===== config.mk =====
export PLATFORM = sky130hd
export DESIGN_NAME = mpq_cell
export DESIGN_NICKNAME = d
export VERILOG_FILES = /design/src/design/assert_macros.svh /design/src/design/mpq_pkg.sv /design/src/design/mpq_cell.sv
export SDC_FILE = /design/constraint.sdc
export NUM_CORES = 1
export LEC_CHECK = 0
export ABC_AREA = 1
export BUFFER_PORTS_ARGS = -buffer_cell sky130_fd_sc_hd__buf_2
export CORE_UTILIZATION = 47
export DETAILED_ROUTE_END_ITERATION = 12
export PLACE_DENSITY = 0.82
export SLEW_MARGIN = 5
export SYNTH_ARGS = -nofsm -noshare
export SYNTH_HDL_FRONTEND = slang
export SYNTH_SLANG_ARGS = --single-unit

===== constraint.sdc =====
create_clock -name clk -period 5.2 [get_ports clk]
set_clock_uncertainty 0.2 [all_clocks]
set_input_delay 0.26 -clock clk [delete_from_list [all_inputs] [get_ports clk]]
set_output_delay 0.26 -clock clk [all_outputs]
set_load 0.03 [all_outputs]

===== src/design/assert_macros.svh =====
// Assertion macros used by the priority queue RTL.
`ifndef ASSERT_MACROS_SVH
`define ASSERT_MACROS_SVH

// Property that must hold at every clock edge outside reset.
`define MPQ_AST_HOLDS(lbl, expr, msg) \
    lbl: assert property (@(posedge clk) disable iff (!rst_n) (expr)) else $error(msg);

// Antecedent in one cycle implies consequent in the next.
`define MPQ_AST_NEXT(lbl, ante, cons, msg) \
    lbl: assert property (@(posedge clk) disable iff (!rst_n) (ante) |=> (cons)) else $error(msg);

`endif


===== src/design/mpq_pkg.sv =====
// Types, constants and the pair ordering for the min priority queue.
`timescale 1ns / 1ps

package mpq_pkg;

    localparam int CAPACITY = 64;
    localparam int CNT_W    = $clog2(CAPACITY + 1);
    localparam int KEY_W    = 32;
    localparam int TOTAL_W  = 7;

    // Action codes
    localparam logic ACT_INSERT  = 1'b0;
    localparam logic ACT_EXTRACT = 1'b1;

    // Status codes
    localparam logic [1:0] ST_OK    = 2'd0;
    localparam logic [1:0] ST_EMPTY = 2'd1;
    localparam logic [1:0] ST_FULL  = 2'd2;

    typedef struct packed {
        logic signed [KEY_W-1:0] major;
        logic signed [KEY_W-1:0] minor;
    } pair_t;

    // Contents of one cell as seen by its neighbors
    typedef struct packed {
        logic  valid;
        pair_t pair;
    } cell_t;

    // Operation broadcast to every cell
    typedef struct packed {
        logic  ins;
        logic  ext;
        pair_t pair;
    } cell_ctrl_t;

    // Major key first, then minor key, both signed
    function automatic logic pair_less(input pair_t a, input pair_t b);
        logic res;
        if (a.major != b.major)
            res = (a.major < b.major);
        else
            res = (a.minor < b.minor);
        return res;
    endfunction

endpackage


===== src/design/mpq_cell.sv =====
// One cell of the sorted queue: holds one pair, shifts toward either neighbor.
`timescale 1ns / 1ps

module mpq_cell (
    input  logic               clk,
    input  logic               rst_n,
    input  mpq_pkg::cell_ctrl_t ctrl,
    input  mpq_pkg::cell_t     left,
    input  logic               left_less,
    input  mpq_pkg::cell_t     right,
    output mpq_pkg::cell_t     cur,
    output logic               less
);
    import mpq_pkg::*;

    logic  valid_reg, valid_next;
    pair_t pair_reg, pair_next;

    // New pair belongs in front of this entry (empty cells act as infinity)
    assign less = !valid_reg || pair_less(ctrl.pair, pair_reg);

    // Insert: keep, take new pair, or take left neighbor's; extract: take right
    always_comb
    begin
        valid_next = valid_reg;
        pair_next  = pair_reg;
        if (ctrl.ins && less)
        begin
            if (left_less)
            begin
                valid_next = left.valid;
                pair_next  = left.pair;
            end
            else
            begin
                valid_next = 1'b1;
                pair_next  = ctrl.pair;
            end
        end
        else if (ctrl.ext)
        begin
            valid_next = right.valid;
            pair_next  = right.pair;
        end
    end

    always_ff @(posedge clk or negedge rst_n)
    begin
        if (!rst_n)
            valid_reg <= 1'b0;
        else
            valid_reg <= valid_next;
    end

    // Payload needs no reset
    always_ff @(posedge clk)
    begin
        pair_reg <= pair_next;
    end

    assign cur.valid = valid_reg;
    assign cur.pair  = pair_reg;

endmodule


# After elaboration in Yosys (flattened, before gate mapping)
# Index checks and enable logic that the tools add are counted.
[word_totals] in_bits=199 register_bits=65 wordCells=17
[classes] reduce_logical=4 order_cmp=2 mux=7 eq_ne=1
[ops] op="2-to-1 mux 64 bit" count=3
[ops] op="< comparator 32 bit" count=2
[ops] op="!= test 32 bit" count=1
[ops] op="2-to-1 mux 1 bit" count=4
[ops] op="nonzero test 2 bit" count=1
[ops] op="logical AND 1 bit" count=1
[ops] op="zero test 1 bit" count=1
[ops] op="logical OR 1 bit" count=1

# Longest topological paths before layout
# Gate-level depths: netlist of run 1.
[depth] word_depth=5 depth_mapped=22 mapped_depth_nobuf=21

# Worst setup path before layout of run 1
# OpenSTA, ideal clock, no wires.
[synth_timing] path_kind="reg2reg" startpoint="register pair_reg, in the netlist cur[31]" endpoint="register pair_reg, in the netlist cur[0], enable pin" setup_time_ns=0.424 stages_incl_launch_ff=13 setup_slack_ns=1.053 required_ns=4.576 t_arrival_ns=3.524 path_cell_list="edfxtp_1 > inv_1 > ha_1 > nand2_1 > nor4_2 > and3_1 > nand2_1 > nand3_1 > nand3_1 > nand2_2 > nand2_4 > clkbuf_4 > nand2_1"
[synth_via] elab_chain_len=5
[synth_rtl] element="start: declaration" line_no="mpq_cell.sv:17" text="pair_t pair_reg, pair_next;"
[synth_rtl] element="start signal: assignment" line_no="mpq_cell.sv:58" text="pair_reg <= pair_next;"
[synth_rtl] element="< comparator 32 bit" line_no="mpq_pkg.sv:44" text="res = (a.minor < b.minor);"
[synth_rtl] element="2-to-1 mux 1 bit" line_no="mpq_pkg.sv:41" text="if (a.major != b.major)"
[synth_rtl] element="logical OR 1 bit" line_no="mpq_cell.sv:20" text="assign less = !valid_reg || pair_less(ctrl.pair, pair_reg);"
[synth_rtl] element="net less" line_no="mpq_cell.sv:12" text="output logic less"
[synth_rtl] element="logical AND 1 bit" line_no="mpq_cell.sv:27" text="if (ctrl.ins && less)"
[synth_rtl] element="nonzero test 2 bit (no source line)"
# The timed path passes the listed nets, and every way through them passes these cells.
# A chain may end at the register's enable or synchronous reset.

==> flow_summary.json, run 1 <==
{
  "tritoncts_clock_tree": "built",
  "status": "finished, final reports clean",
  "worstHoldPathCells": 3,
  "route.top_layer_used": "met4",
  "critical_path.max_fanout": 96,
  "hold_viol_final": 0,
  "ant_nets": 0,
  "regToRegEndpoint": "cur[15]$_DFFE_PP_",
  "design.core.area_um2": 10800,
  "grt_start_max_net_pins": 97,
  "synth.lib_cells_used.distinct": 29,
  "max_slew_margin_vs_limit_pct": 29.3,
  "timing.critical_path.arrival_ns": 3.50,
  "placement_rows": 38,
  "max_slew.worst_pin.slew_ns": 1.06,
  "routed-wl-met3_um": 724,
  "synth.net_count": 838,
  "count_of_final_setup_violators": 0,
  "post_cts.repair.setup_buffers": 0,
  "dr_total_vias": 4978,
  "r2r_slack_ns": 1.54,
  "die_w_um": 107,
  "num-nets-final": 1132,
  "routedWlPerCell_um": 13.6,
  "ys_seq_elements": 65,
  "drt-initial-drc-count": 159,
  "globalRouteOverflowTotal": 0,
  "drt_wl_total_um": 13800,
  "m1_wl_um": 5720,
  "clkLatencyLatePin_ns": 0.34,
  "layout-drive-gt1-share_pct": 36.2,
  "cts_buffer_depth": 2,
  "drtPass1Iterations": 4,
  "fin_setup_tns_ns": 0,
  "hold_end": "cur[46]$_DFFE_PP_",
  "post-route-min-period_ns": 3.66,
  "cts-buffers-inserted": 9,
  "cp_cell_sequence": "inv_1 -> ha_1 -> nand2_1 -> nor2_1 -> nand2_1 -> nor3b_2 -> nand2_1 -> a21oi_1 -> nor2_1 -> nor2_2 -> nand2_2 -> nand2_4 -> buf_4 -> o21ai_0",
  "ff2ff_path_depth": 14,
  "number_of_i_o_port_buffers": 264,
  "effective_utilization_at_floorplan_pct": 48.1,
  "delay_contributed_by_the_slowest_stage_of_the_critical_path_ns": 0.75,
  "grt_first_pass_wirelength_um": 21800,
  "die_ar_um2": 11500,
  "critical_path.slowest_cell": "sky130_fd_sc_hd__buf_4",
  "ys_top_cells_by_area": "sky130_fd_sc_hd__edfxtp_1 (37%), sky130_fd_sc_hd__ha_1 (15%), sky130_fd_sc_hd__mux2i_1 (12%), sky130_fd_sc_hd__nand2_1 (9.7%), sky130_fd_sc_hd__inv_1 (5.8%)",
  "vdd_ir_drop_max_v": 0.000170,
  "antenna_found_initial": 1,
  "critPathBufInv": 2,
  "critical_path.most_common_cell": "sky130_fd_sc_hd__nand2_1",
  "routability_congestion": 0.829,
  "clkSlewWorstSetupHoldPaths_ns": 0.07,
  "report.final.slew_viol_count": 0,
  "mostFrequentLayoutCell": "sky130_fd_sc_hd__buf_2",
  "layout.cells.most_common_list": "sky130_fd_sc_hd__buf_2 (263), sky130_fd_sc_hd__nand2_1 (134), sky130_fd_sc_hd__inv_1 (81)",
  "max_ffs_per_register": 64,
  "regToRegStartpoint": "cur[63]$_DFFE_PP_",
  "die-height_um": 107,
  "worst_hold_startpoint": "right[46]",
  "clock_tree.htree_level_count": 3,
  "i_o_pins": 265,
  "grt.total_usage_pct": 24.3,
  "synth_top_cell_by_area": "sky130_fd_sc_hd__edfxtp_1",
  "finalPower_mw": 2.36,
  "areaGrowthSynthToFinish_pct": 37.3,
  "timing.critical_path.required_ns": 5.03,
  "number_of_global_route_vias_before_repair": 4808,
  "met2_length_um": 6970,
  "final_cell_count_no_fill": 1016,
  "drt_drc_violations_left": 0,
  "clock.fmax_mhz": 273,
  "placedCellCount": 960,
  "min_path_type": "input pin to flop",
  "power_leakage_nw": 3.85,
  "maxCapViolations": 0,
  "detail_route.vias_per_cell": 4.90,
  "final_core_utilization_pct": 66.0,
  "synth_warnings": 0,
  "synth_top_area_share_pct": 36.9,
  "cpLargestDelayFamily": "simple AND/OR/NAND/NOR gates",
  "power-per-cell-area_nw_per_um2": 329,
  "post_synth_inst_count": 576,
  "clock-root-buffer": "sky130_fd_sc_hd__clkbuf_8",
  "hpwlAfterDp_um": 10700,
  "period_share_pct": 70.4,
  "syn_std_cell_area_um2": 5210,
  "worstSetupStartpointType": "flop",
  "cts.sinks": 65,
  "synth_seq_area_share_pct": 37.3,
  "postSynthAreaPerCell_um2": 9.05,
  "unrepaired_setup_endpoints_after_global_routing": "no",
  "crit_type": "flop to flop",
  "timing.critical_path.to_type": "flop"
}
## final cells by class
cell class,instances,area (µm²)
Antenna cell,1,2.50
Clock inverter,7,71.3
Timing Repair Buffer,305,1740
Multi-Input combinational cell,408,2790
Inverter,81,304
Sequential cell,65,1950
Fill cell,896,3680
Clock buffer,9,124
Tap cell,140,175
## cells in the mapped netlist (all sizes together)
cell	instances
nand2	137
a21o	2
buf	11
and3	1
nor3b	1
nand4	3
clkbuf	11
inv	81
dfrtp	1
mux2i	63
nand3	9
and2	1
o21a	2
nor4	1
ha	63
o211ai	1
nor3	1
a21oi	29
edfxtp	64
o21ai	71
nor2	23
## worst min-delay path, delay by kind of cell
kind                   cells  cell delay [ns]
and+or+nand+nor            1             0.05
buffers and inverters      1             0.07
AOI/OAI and AO/OA          1             0.05
## worst max-delay path by stage
stage	from	end	slack, ns	cells past startpoint
2_1_floorplan	cur[31]$_DFFE_PP_	cur[0]$_DFFE_PP_	1.05	12
3_3_place_gp	ctrl[31]	cur[9]$_DFFE_PP_	1.68	13
3_5_place_dp	cur[63]$_DFFE_PP_	cur[13]$_DFFE_PP_	1.56	14
4_1_cts	cur[63]$_DFFE_PP_	cur[13]$_DFFE_PP_	1.54	14
5_1_grt	cur[63]$_DFFE_PP_	cur[15]$_DFFE_PP_	1.10	15
6_report	cur[63]$_DFFE_PP_	cur[15]$_DFFE_PP_	1.54	14
## routing by layer
metal  global-route usage (%)  vias up
li1                         -     2546
met1                     28.1     2217
met2                     43.7      183
met3                     4.78       32
met4                     9.98        0
met5                        0        -
## cell families (layout without fill, tap and decap cells)
kind of cell	count (synthesis)	count (layout)	synth area share, %
flip-flops	65	65	37.3
buffers and inverters	103	402	9.17
multiplexers	63	63	12.1
AO/OA/AOI/OAI	105	105	12.5
adder cells (fa/ha/maj)	63	63	15.1
other	0	1	0
AND/OR/NAND/NOR	177	177	13.8
## per-stage QoR
stage	worst slack, ns	hold slack, ns	cell area (µm²)
final	1.54	0.0212	7160
after global routing	1.10	0.00792	7160
after CTS	1.54	0.00149	7150
after detailed placement	1.56	-0.162	6570
after global placement	1.68	-0.165	6570
after floorplan	1.05	-0.236	5210
## power breakdown
part           internal (mW)  switching (mW)
clock network          0.221           0.209
logic                  0.388           0.731
registers              0.748          0.0606
## repair_timing
action                                 4_1_cts  5_1_grt
gates resized for setup                      0        0
hold buffers                                39        0
endpoints found under the hold margin       39        0
No activity file was read; power rests on OpenSTA's default activity.
==> run 2: changes to the inputs <==
--- a/config.mk
+++ b/config.mk
@@ -5,11 +5,11 @@
 export SDC_FILE = /design/constraint.sdc
 export NUM_CORES = 1
 export LEC_CHECK = 0
-export ABC_AREA = 1
+export ABC_AREA = 0
 export BUFFER_PORTS_ARGS = -buffer_cell sky130_fd_sc_hd__buf_2
-export CORE_UTILIZATION = 47
+export CORE_UTILIZATION = 43
 export DETAILED_ROUTE_END_ITERATION = 12
-export PLACE_DENSITY = 0.82
+export PLACE_DENSITY = 0.79
 export SLEW_MARGIN = 5
 export SYNTH_ARGS = -nofsm -noshare
 export SYNTH_HDL_FRONTEND = slang
==> constraint.sdc (replaced) <==
create_clock -name clk -period 3.2 [get_ports clk]
set_clock_uncertainty 0.2 [all_clocks]
set_input_delay 0.16 -clock clk [delete_from_list [all_inputs] [get_ports clk]]
set_output_delay 0.16 -clock clk [all_outputs]
set_load 0.03 [all_outputs]
==> run 2 against run 1 <==
  * The run now ends with negative setup slack left
  * Register-to-register slack got worse by 1.6 ns
  * Sequential share of layout area is 4.2 points lower
  * Die area is 11% higher
  * Area after synthesis rose by 1.6%
  * Sequential power is 53% higher
  * Highest routed layer unchanged
==> flow_summary.json, run 2 <==
{
  "status": "complete, but fails checks",
  "violations": "negative setup slack",
  "ys_seq_elements": 65,
  "hold_viol_final": 0,
  "final_critical_path_setup_slack_ns": -0.0936,
  "ys_dominant_reg_cell": "sky130_fd_sc_hd__edfxtp_1",
  "die_w_um": 113,
  "timing.critical_path.to_type": "flop",
  "regToRegStartpoint": "cur[63]$_DFFE_PP_",
  "unrepaired_setup_endpoints_after_global_routing": "yes",
  "clock-root-buffer": "sky130_fd_sc_hd__clkbuf_16",
  "synth.most_common_cell": "sky130_fd_sc_hd__mux2_2",
  "synth-edff-count": 64,
  "power-per-cell-area_nw_per_um2": 499,
  "fillCellCount": 813,
  "ant_nets": 0,
  "areaGrowthSynthToFinish_pct": 60.0,
  "synth.lib_cells_used.distinct": 44,
  "dr_total_vias": 5060,
  "clock.fmax_mhz": 304,
  "cts-buffers-inserted": 9,
  "mostFrequentLayoutCell": "sky130_fd_sc_hd__buf_2",
  "synth_top_area_share_pct": 36.3,
  "drt-initial-drc-count": 219,
  "hold_end": "cur[32]$_DFFE_PP_",
  "use_met1_pct": 26.9,
  "detail_route.vias_per_cell": 5.18,
  "maxCapViolations": 0,
  "i_o_pins": 265,
  "report.final.slew_viol_count": 0,
  "grt_util_met3_pct": 4.66,
  "r2r_slack_ns": -0.09,
  "max_ffs_per_register": 64,
  "worstSetupStartpointType": "flop",
  "worst_hold_startpoint": "left[32]",
  "design.core.area_um2": 12000,
  "effective_utilization_at_floorplan_pct": 44.1,
  "clkSlewWorstSetupHoldPaths_ns": 0.06,
  "crit_type": "flop to flop",
  "routedWlPerCell_um": 17.5,
  "critical_path.max_fanout": 16,
  "antenna_found_initial": 0,
  "grt.total_usage_pct": 25.3,
  "finalPower_mw": 4.23,
  "hpwlAfterDp_um": 11600,
  "max_slew_margin_vs_limit_pct": 66.3,
  "die-height_um": 113,
  "post-route-min-period_ns": 3.29,
  "clkLatencyLatePin_ns": 0.33,
  "postSynth.asyncResetShare_pct": 1.54,
  "die_ar_um2": 12800,
  "drt_drc_violations_left": 0,
  "cts_buffer_depth": 2,
  "synth_seq_area_share_pct": 36.8,
  "synth.net_count": 702,
  "tritoncts_clock_tree": "built",
  "max_slew.worst_pin.slew_ns": 0.505,
  "globalRouteOverflowTotal": 0,
  "cts.sinks": 65,
  "layout-drive-gt1-share_pct": 60.0,
  "groute.layer.met2.usage_pct": 48.0,
  "drtPass1Iterations": 5,
  "regToRegEndpoint": "cur[35]$_DFFE_PP_",
  "drt_wl_total_um": 17100,
  "period_share_pct": 103,
  "worstHoldPathCells": 4,
  "postSynthAreaPerCell_um2": 12.0,
  "syn_std_cell_area_um2": 5300,
  "timing.critical_path.arrival_ns": 3.17,
  "synth_warnings": 0,
  "number_of_i_o_port_buffers": 264,
  "timing.critical_path.required_ns": 3.08,
  "vdd_ir_drop_max_v": 0.000296,
  "ys_top_cells_by_area": "sky130_fd_sc_hd__edfxtp_1 (36%), sky130_fd_sc_hd__mux2_2 (19%), sky130_fd_sc_hd__ha_1 (15%), sky130_fd_sc_hd__mux2_4 (11%), sky130_fd_sc_hd__inv_1 (4.7%)",
  "min_path_type": "input pin to flop",
  "ff2ff_path_depth": 12,
  "antennaDiodeCount": 0,
  "fin_hold_ws_ns": 0.0604,
  "grt_start_max_net_pins": 25,
  "globalRoute.busiestLayer": "met2",
  "number_of_global_route_vias_before_repair": 5328,
  "synth.top_cells.by_count": "sky130_fd_sc_hd__mux2_2 (89), sky130_fd_sc_hd__inv_1 (67), sky130_fd_sc_hd__edfxtp_1 (64), sky130_fd_sc_hd__ha_1 (63), sky130_fd_sc_hd__mux2_4 (38)",
  "power_leakage_nw": 4.18,
  "routability_congestion": 0.801,
  "num-nets-final": 1086,
  "grt_first_pass_wirelength_um": 25200,
  "layout.cells.most_common_list": "sky130_fd_sc_hd__buf_2 (263), sky130_fd_sc_hd__mux2_2 (88), sky130_fd_sc_hd__dlygate4sd3_1 (69)",
  "synth_top_cell_by_area": "sky130_fd_sc_hd__edfxtp_1",
  "post_synth_inst_count": 440,
  "clock_tree.htree_level_count": 3,
  "placement_rows": 40,
  "count_of_final_setup_violators": 117
}
[run 2: what timing repair did]
action                                  CTS  global route
pin swaps                                 3            19
hold buffers                             69             0
buffers inserted                          4            11
hold endpoints to repair                 66             0
endpoints found under the setup margin  128           129
gates resized for setup                  11            30
cloned                                    0             1
[run 2: cell type report]
class	count	area (µm²)	area share, %
Clock inverter	7	85.1	1.00
Multi-Input combinational cell	293	3230	38.1
Clock buffer	9	225	2.66
Sequential cell	65	1950	23.0
Inverter	67	251	2.97
Timing Repair Buffer	388	2550	30.1
Tap cell	147	184	2.17
[run 2: kinds of logic (layout without fill, tap and decap cells)]
| family | count (synthesis) | after routing | share of synthesized area, % |
|---|---|---|---|
| flip-flops | 65 | 65 | 36.7 |
| AO/OA/AOI/OAI | 52 | 52 | 6.66 |
| buffers and inverters | 82 | 471 | 6.85 |
| AND/OR/NAND/NOR | 49 | 49 | 4.79 |
| multiplexers | 129 | 129 | 30.1 |
| adder cells (fa/ha/maj) | 63 | 63 | 14.9 |
[run 2: metrics by stage]
stage	worst slack, ns	utilization (%)	cell area (µm²)	TNS [ns]	instances
4_1_cts	-0.0995	68.2	8190	-9.73	965
3_5_place_dp	-0.214	59.2	7110	-19.89	876
6_report	-0.0936	70.6	8470	-7.86	976
2_1_floorplan	-0.463	-	5300	-35.08	440
3_3_place_gp	-0.161	59.2	7110	-13.94	876
5_1_grt	-0.223	70.6	8470	-24.08	976
[run 2: how the worst max path moves through the flow]
stage	startpoint	end	slack, ns	cells after the start
after floorplan	cur[18]$_DFFE_PP_	cur[0]$_DFFE_PP_	-0.46	11
after global placement	cur[2]$_DFFE_PP_	cur[21]$_DFFE_PP_	-0.16	12
after detailed placement	cur[2]$_DFFE_PP_	cur[24]$_DFFE_PP_	-0.21	12
after CTS	cur[19]$_DFFE_PP_	cur[50]$_DFFE_PP_	-0.1	11
after global routing	cur[47]$_DFFE_PP_	cur[16]$_DFFE_PP_	-0.22	12
final	cur[63]$_DFFE_PP_	cur[35]$_DFFE_PP_	-0.09	12
[run 2: power by group]
part / leakage, nW / internal (mW) / total, mW / switching [mW]
Sequential: 0.656 / 1.15 / 1.24 / 0.0921
Combinational: 3.37 / 0.941 / 1.94 / 0.999
Clock: 0.150 / 0.673 / 1.05 / 0.372
[run 2: metal layers]
metal  up-vias  part of all wire [%]
li1       2403                     -
met1      2345                    37
met2       252                    53
met3        60                   6.0
met4         0                   4.1
met5         -                     0
[run 2: critical path: stages (launching register included)]
cell and delay, ns:
sky130_fd_sc_hd__edfxtp_1 0.35, sky130_fd_sc_hd__inv_1 0.08, sky130_fd_sc_hd__ha_4 0.27, sky130_fd_sc_hd__nand4_1 0.21, sky130_fd_sc_hd__nor4bb_4 0.39, sky130_fd_sc_hd__buf_4 0.17, sky130_fd_sc_hd__nand2_1 0.05, sky130_fd_sc_hd__nor2_2 0.15
sky130_fd_sc_hd__a311oi_2 0.09, sky130_fd_sc_hd__a311oi_4 0.37, sky130_fd_sc_hd__buf_12 0.19, sky130_fd_sc_hd__buf_12 0.18, sky130_fd_sc_hd__mux2_4 0.32
==> run 3: changes to the inputs <==
--- a/config.mk
+++ b/config.mk
@@ -8,8 +8,10 @@
 export ABC_AREA = 0
 export BUFFER_PORTS_ARGS = -buffer_cell sky130_fd_sc_hd__buf_2
 export CORE_UTILIZATION = 43
+export CTS_BUF_LIST = sky130_fd_sc_hd__clkbuf_16
 export DETAILED_ROUTE_END_ITERATION = 12
 export PLACE_DENSITY = 0.79
+export SETUP_SLACK_MARGIN = 0.2
 export SLEW_MARGIN = 5
 export SYNTH_ARGS = -nofsm -noshare
 export SYNTH_HDL_FRONTEND = slang
==> run 3 against run 2 <==
  * The flow still finishes with violations (negative setup slack)
  * Design area increased by 0.84%
  * Core utilization rose by 0.59 points
  * Fmax down 0.27%
  * Global-route usage hardly changed
  * Largest power group unchanged
  * Highest routed layer unchanged
==> flow_summary.json, run 3 (same netlist as run 2, synthesis figures left out) <==
{
  "critPathBufInv": 3,
  "globalRoute.busiestLayer": "met2",
  "layout-drive-gt1-share_pct": 60.0,
  "grt_util_met3_pct": 5.89,
  "count_of_final_setup_violators": 116,
  "grt_start_max_net_pins": 25,
  "placedCellCount": 876,
  "min_path_type": "input pin to flop",
  "dr_total_vias": 5007,
  "max_ffs_per_register": 64,
  "effective_utilization_at_floorplan_pct": 44.1,
  "max_slew.worst_pin.slew_ns": 0.505,
  "drt_drc_violations_left": 0,
  "routability_congestion": 0.801,
  "regToRegStartpoint": "cur[19]$_DFFE_PP_",
  "layout.cells.most_common_list": "sky130_fd_sc_hd__buf_2 (263), sky130_fd_sc_hd__mux2_2 (86), sky130_fd_sc_hd__dlygate4sd3_1 (69)",
  "critical_path.max_fanout": 16,
  "i_o_pins": 265,
  "power_leakage_nw": 4.21,
  "delay_contributed_by_the_slowest_stage_of_the_critical_path_ns": 0.41,
  "timing.critical_path.required_ns": 3.08,
  "groute.layer.met2.usage_pct": 47.4,
  "num-nets-final": 1092,
  "crit_path_start": "cur[19]$_DFFE_PP_",
  "maxCapViolations": 0,
  "detail_route.vias_per_cell": 5.10,
  "cpLargestDelayFamily": "compound AO/OA/AOI/OAI gates",
  "die_w_um": 113,
  "clkPwrFrac_pct": 24.6,
  "vdd_ir_drop_max_v": 0.000325,
  "internal_power_mw": 2.78,
  "ff2ff_path_depth": 11,
  "worstHoldPathCells": 3,
  "final_core_utilization_pct": 71.1,
  "grt_first_pass_wirelength_um": 25100,
  "report.final.slew_viol_count": 0,
  "regToRegEndpoint": "cur[50]$_DFFE_PP_",
  "mostFrequentLayoutCell": "sky130_fd_sc_hd__buf_2",
  "cts-buffers-inserted": 9,
  "placement_rows": 40,
  "worstSetupStartpointType": "flop",
  "max_slew_margin_vs_limit_pct": 66.3,
  "number_of_i_o_port_buffers": 264,
  "status": "complete, but fails checks",
  "number_of_global_route_vias_before_repair": 5308,
  "final_cell_count_no_fill": 982,
  "drt-initial-drc-count": 180,
  "violations": "negative setup slack",
  "post-route-min-period_ns": 3.30,
  "antennaDiodeCount": 0,
  "critical_path.slowest_cell": "sky130_fd_sc_hd__edfxtp_1",
  "die_ar_um2": 12800,
  "comb_power_share_pct": 46.2,
  "timing.critical_path.to_type": "flop",
  "cts_buffer_depth": 2,
  "ant_nets": 0,
  "power-per-cell-area_nw_per_um2": 495,
  "crit_type": "flop to flop",
  "design.core.area_um2": 12000,
  "setup.worst_path.end": "cur[50]$_DFFE_PP_",
  "clkSlewWorstSetupHoldPaths_ns": 0.06,
  "drt_wl_total_um": 16500,
  "cts.sinks": 65,
  "areaGrowthSynthToFinish_pct": 61.3,
  "clock.fmax_mhz": 303,
  "hpwlAfterDp_um": 11600,
  "clock-root-buffer": "sky130_fd_sc_hd__clkbuf_16",
  "final_critical_path_setup_slack_ns": -0.103,
  "antenna_found_initial": 0,
  "period_share_pct": 103,
  "routedWlPerCell_um": 16.8,
  "clock_tree.htree_level_count": 3,
  "cp_cell_sequence": "inv_2 -> ha_4 -> and3_4 -> a221o_1 -> a221o_1 -> or3_4 -> o211ai_4 -> a311oi_4 -> buf_12 -> buf_12 -> mux2_4",
  "crit_cells": 11,
  "use_met1_pct": 27.1,
  "hold_viol_final": 0,
  "clkLatencyLatePin_ns": 0.33,
  "power_frac_seq_pct": 29.2,
  "unrepaired_setup_endpoints_after_global_routing": "yes",
  "r2r_slack_ns": -0.10,
  "p_sw_share_pct": 34.2,
  "p_switching_mw": 1.44,
  "drtPass1Iterations": 6,
  "tritoncts_clock_tree": "built",
  "die-height_um": 113,
  "grt.total_usage_pct": 25.2,
  "globalRouteOverflowTotal": 0,
  "timing.critical_path.arrival_ns": 3.18
}
## run 3: how the worst min path moves through the flow
stage / slack [ns] / start / end
after floorplan: -0.34 / rst_n / valid_reg$_DFFE_PN0P_
final: 0.06 / left[44] / cur[44]$_DFFE_PP_
after CTS: 0.05 / left[39] / cur[39]$_DFFE_PP_
after global placement: -0.26 / rst_n / valid_reg$_DFFE_PN0P_
after global routing: 0.06 / left[44] / cur[44]$_DFFE_PP_
after detailed placement: -0.26 / rst_n / valid_reg$_DFFE_PN0P_
## run 3: power by group through the flow
stage                     clock network (mW)  logic (mW)  registers, mW
final                                   1.04        1.95           1.24
after global routing                    1.10        2.10           1.25
after CTS                               1.05        1.80           1.23
after detailed placement                   0        1.67           1.25
after global placement                     0        1.62           1.24
after floorplan                            0       0.786           1.54
## run 3: routing by layer
layer / vias up / wire length, µm / part of all wire (%)
met3: 42 / 1070 / 6.5
met5: - / 0 / 0
met1: 2321 / 6190 / 38
met2: 238 / 8720 / 53
li1: 2406 / - / -
met4: 0 / 473 / 2.9
## run 3: repair_timing
action,CTS,global route
resized for setup,13,27
gates cloned,0,1
hold endpoints to repair,66,0
endpoints found under the setup margin,129,130
pin swaps,3,14
buffers inserted,5,15
hold buffers,69,0
## run 3: cell type report
class,count,area (µm²)
clock buffer,9,225
clock inverter,7,85.1
fill,782,3470
inverter,67,251
multi-input combinational,293,3260
sequential,65,1950
tap,147,184
timing repair buffer,394,2600
## run 3: through the flow
step / total power [mW] / setup TNS, ns / cell area [µm²] / hold WS [ns] / setup WS [ns]
after floorplan: 2.33 / -35.08 / 5300 / -0.336 / -0.463
after global placement: 2.86 / -13.94 / 7110 / -0.264 / -0.161
after detailed placement: 2.92 / -19.89 / 7110 / -0.265 / -0.214
after CTS: 4.09 / -9.77 / 8200 / 0.0466 / -0.0995
after global routing: 4.45 / -22.74 / 8550 / 0.0578 / -0.218
final: 4.23 / -9.08 / 8550 / 0.0617 / -0.103
## run 3: worst register-to-register path, stage by stage (launching register included)
cell,delay [ns]
sky130_fd_sc_hd__edfxtp_1,0.41
sky130_fd_sc_hd__inv_2,0.09
sky130_fd_sc_hd__ha_4,0.20
sky130_fd_sc_hd__and3_4,0.15
sky130_fd_sc_hd__a221o_1,0.31
sky130_fd_sc_hd__a221o_1,0.36
sky130_fd_sc_hd__or3_4,0.39
sky130_fd_sc_hd__o211ai_4,0.13
sky130_fd_sc_hd__a311oi_4,0.16
sky130_fd_sc_hd__buf_12,0.18
sky130_fd_sc_hd__buf_12,0.16
sky130_fd_sc_hd__mux2_4,0.31
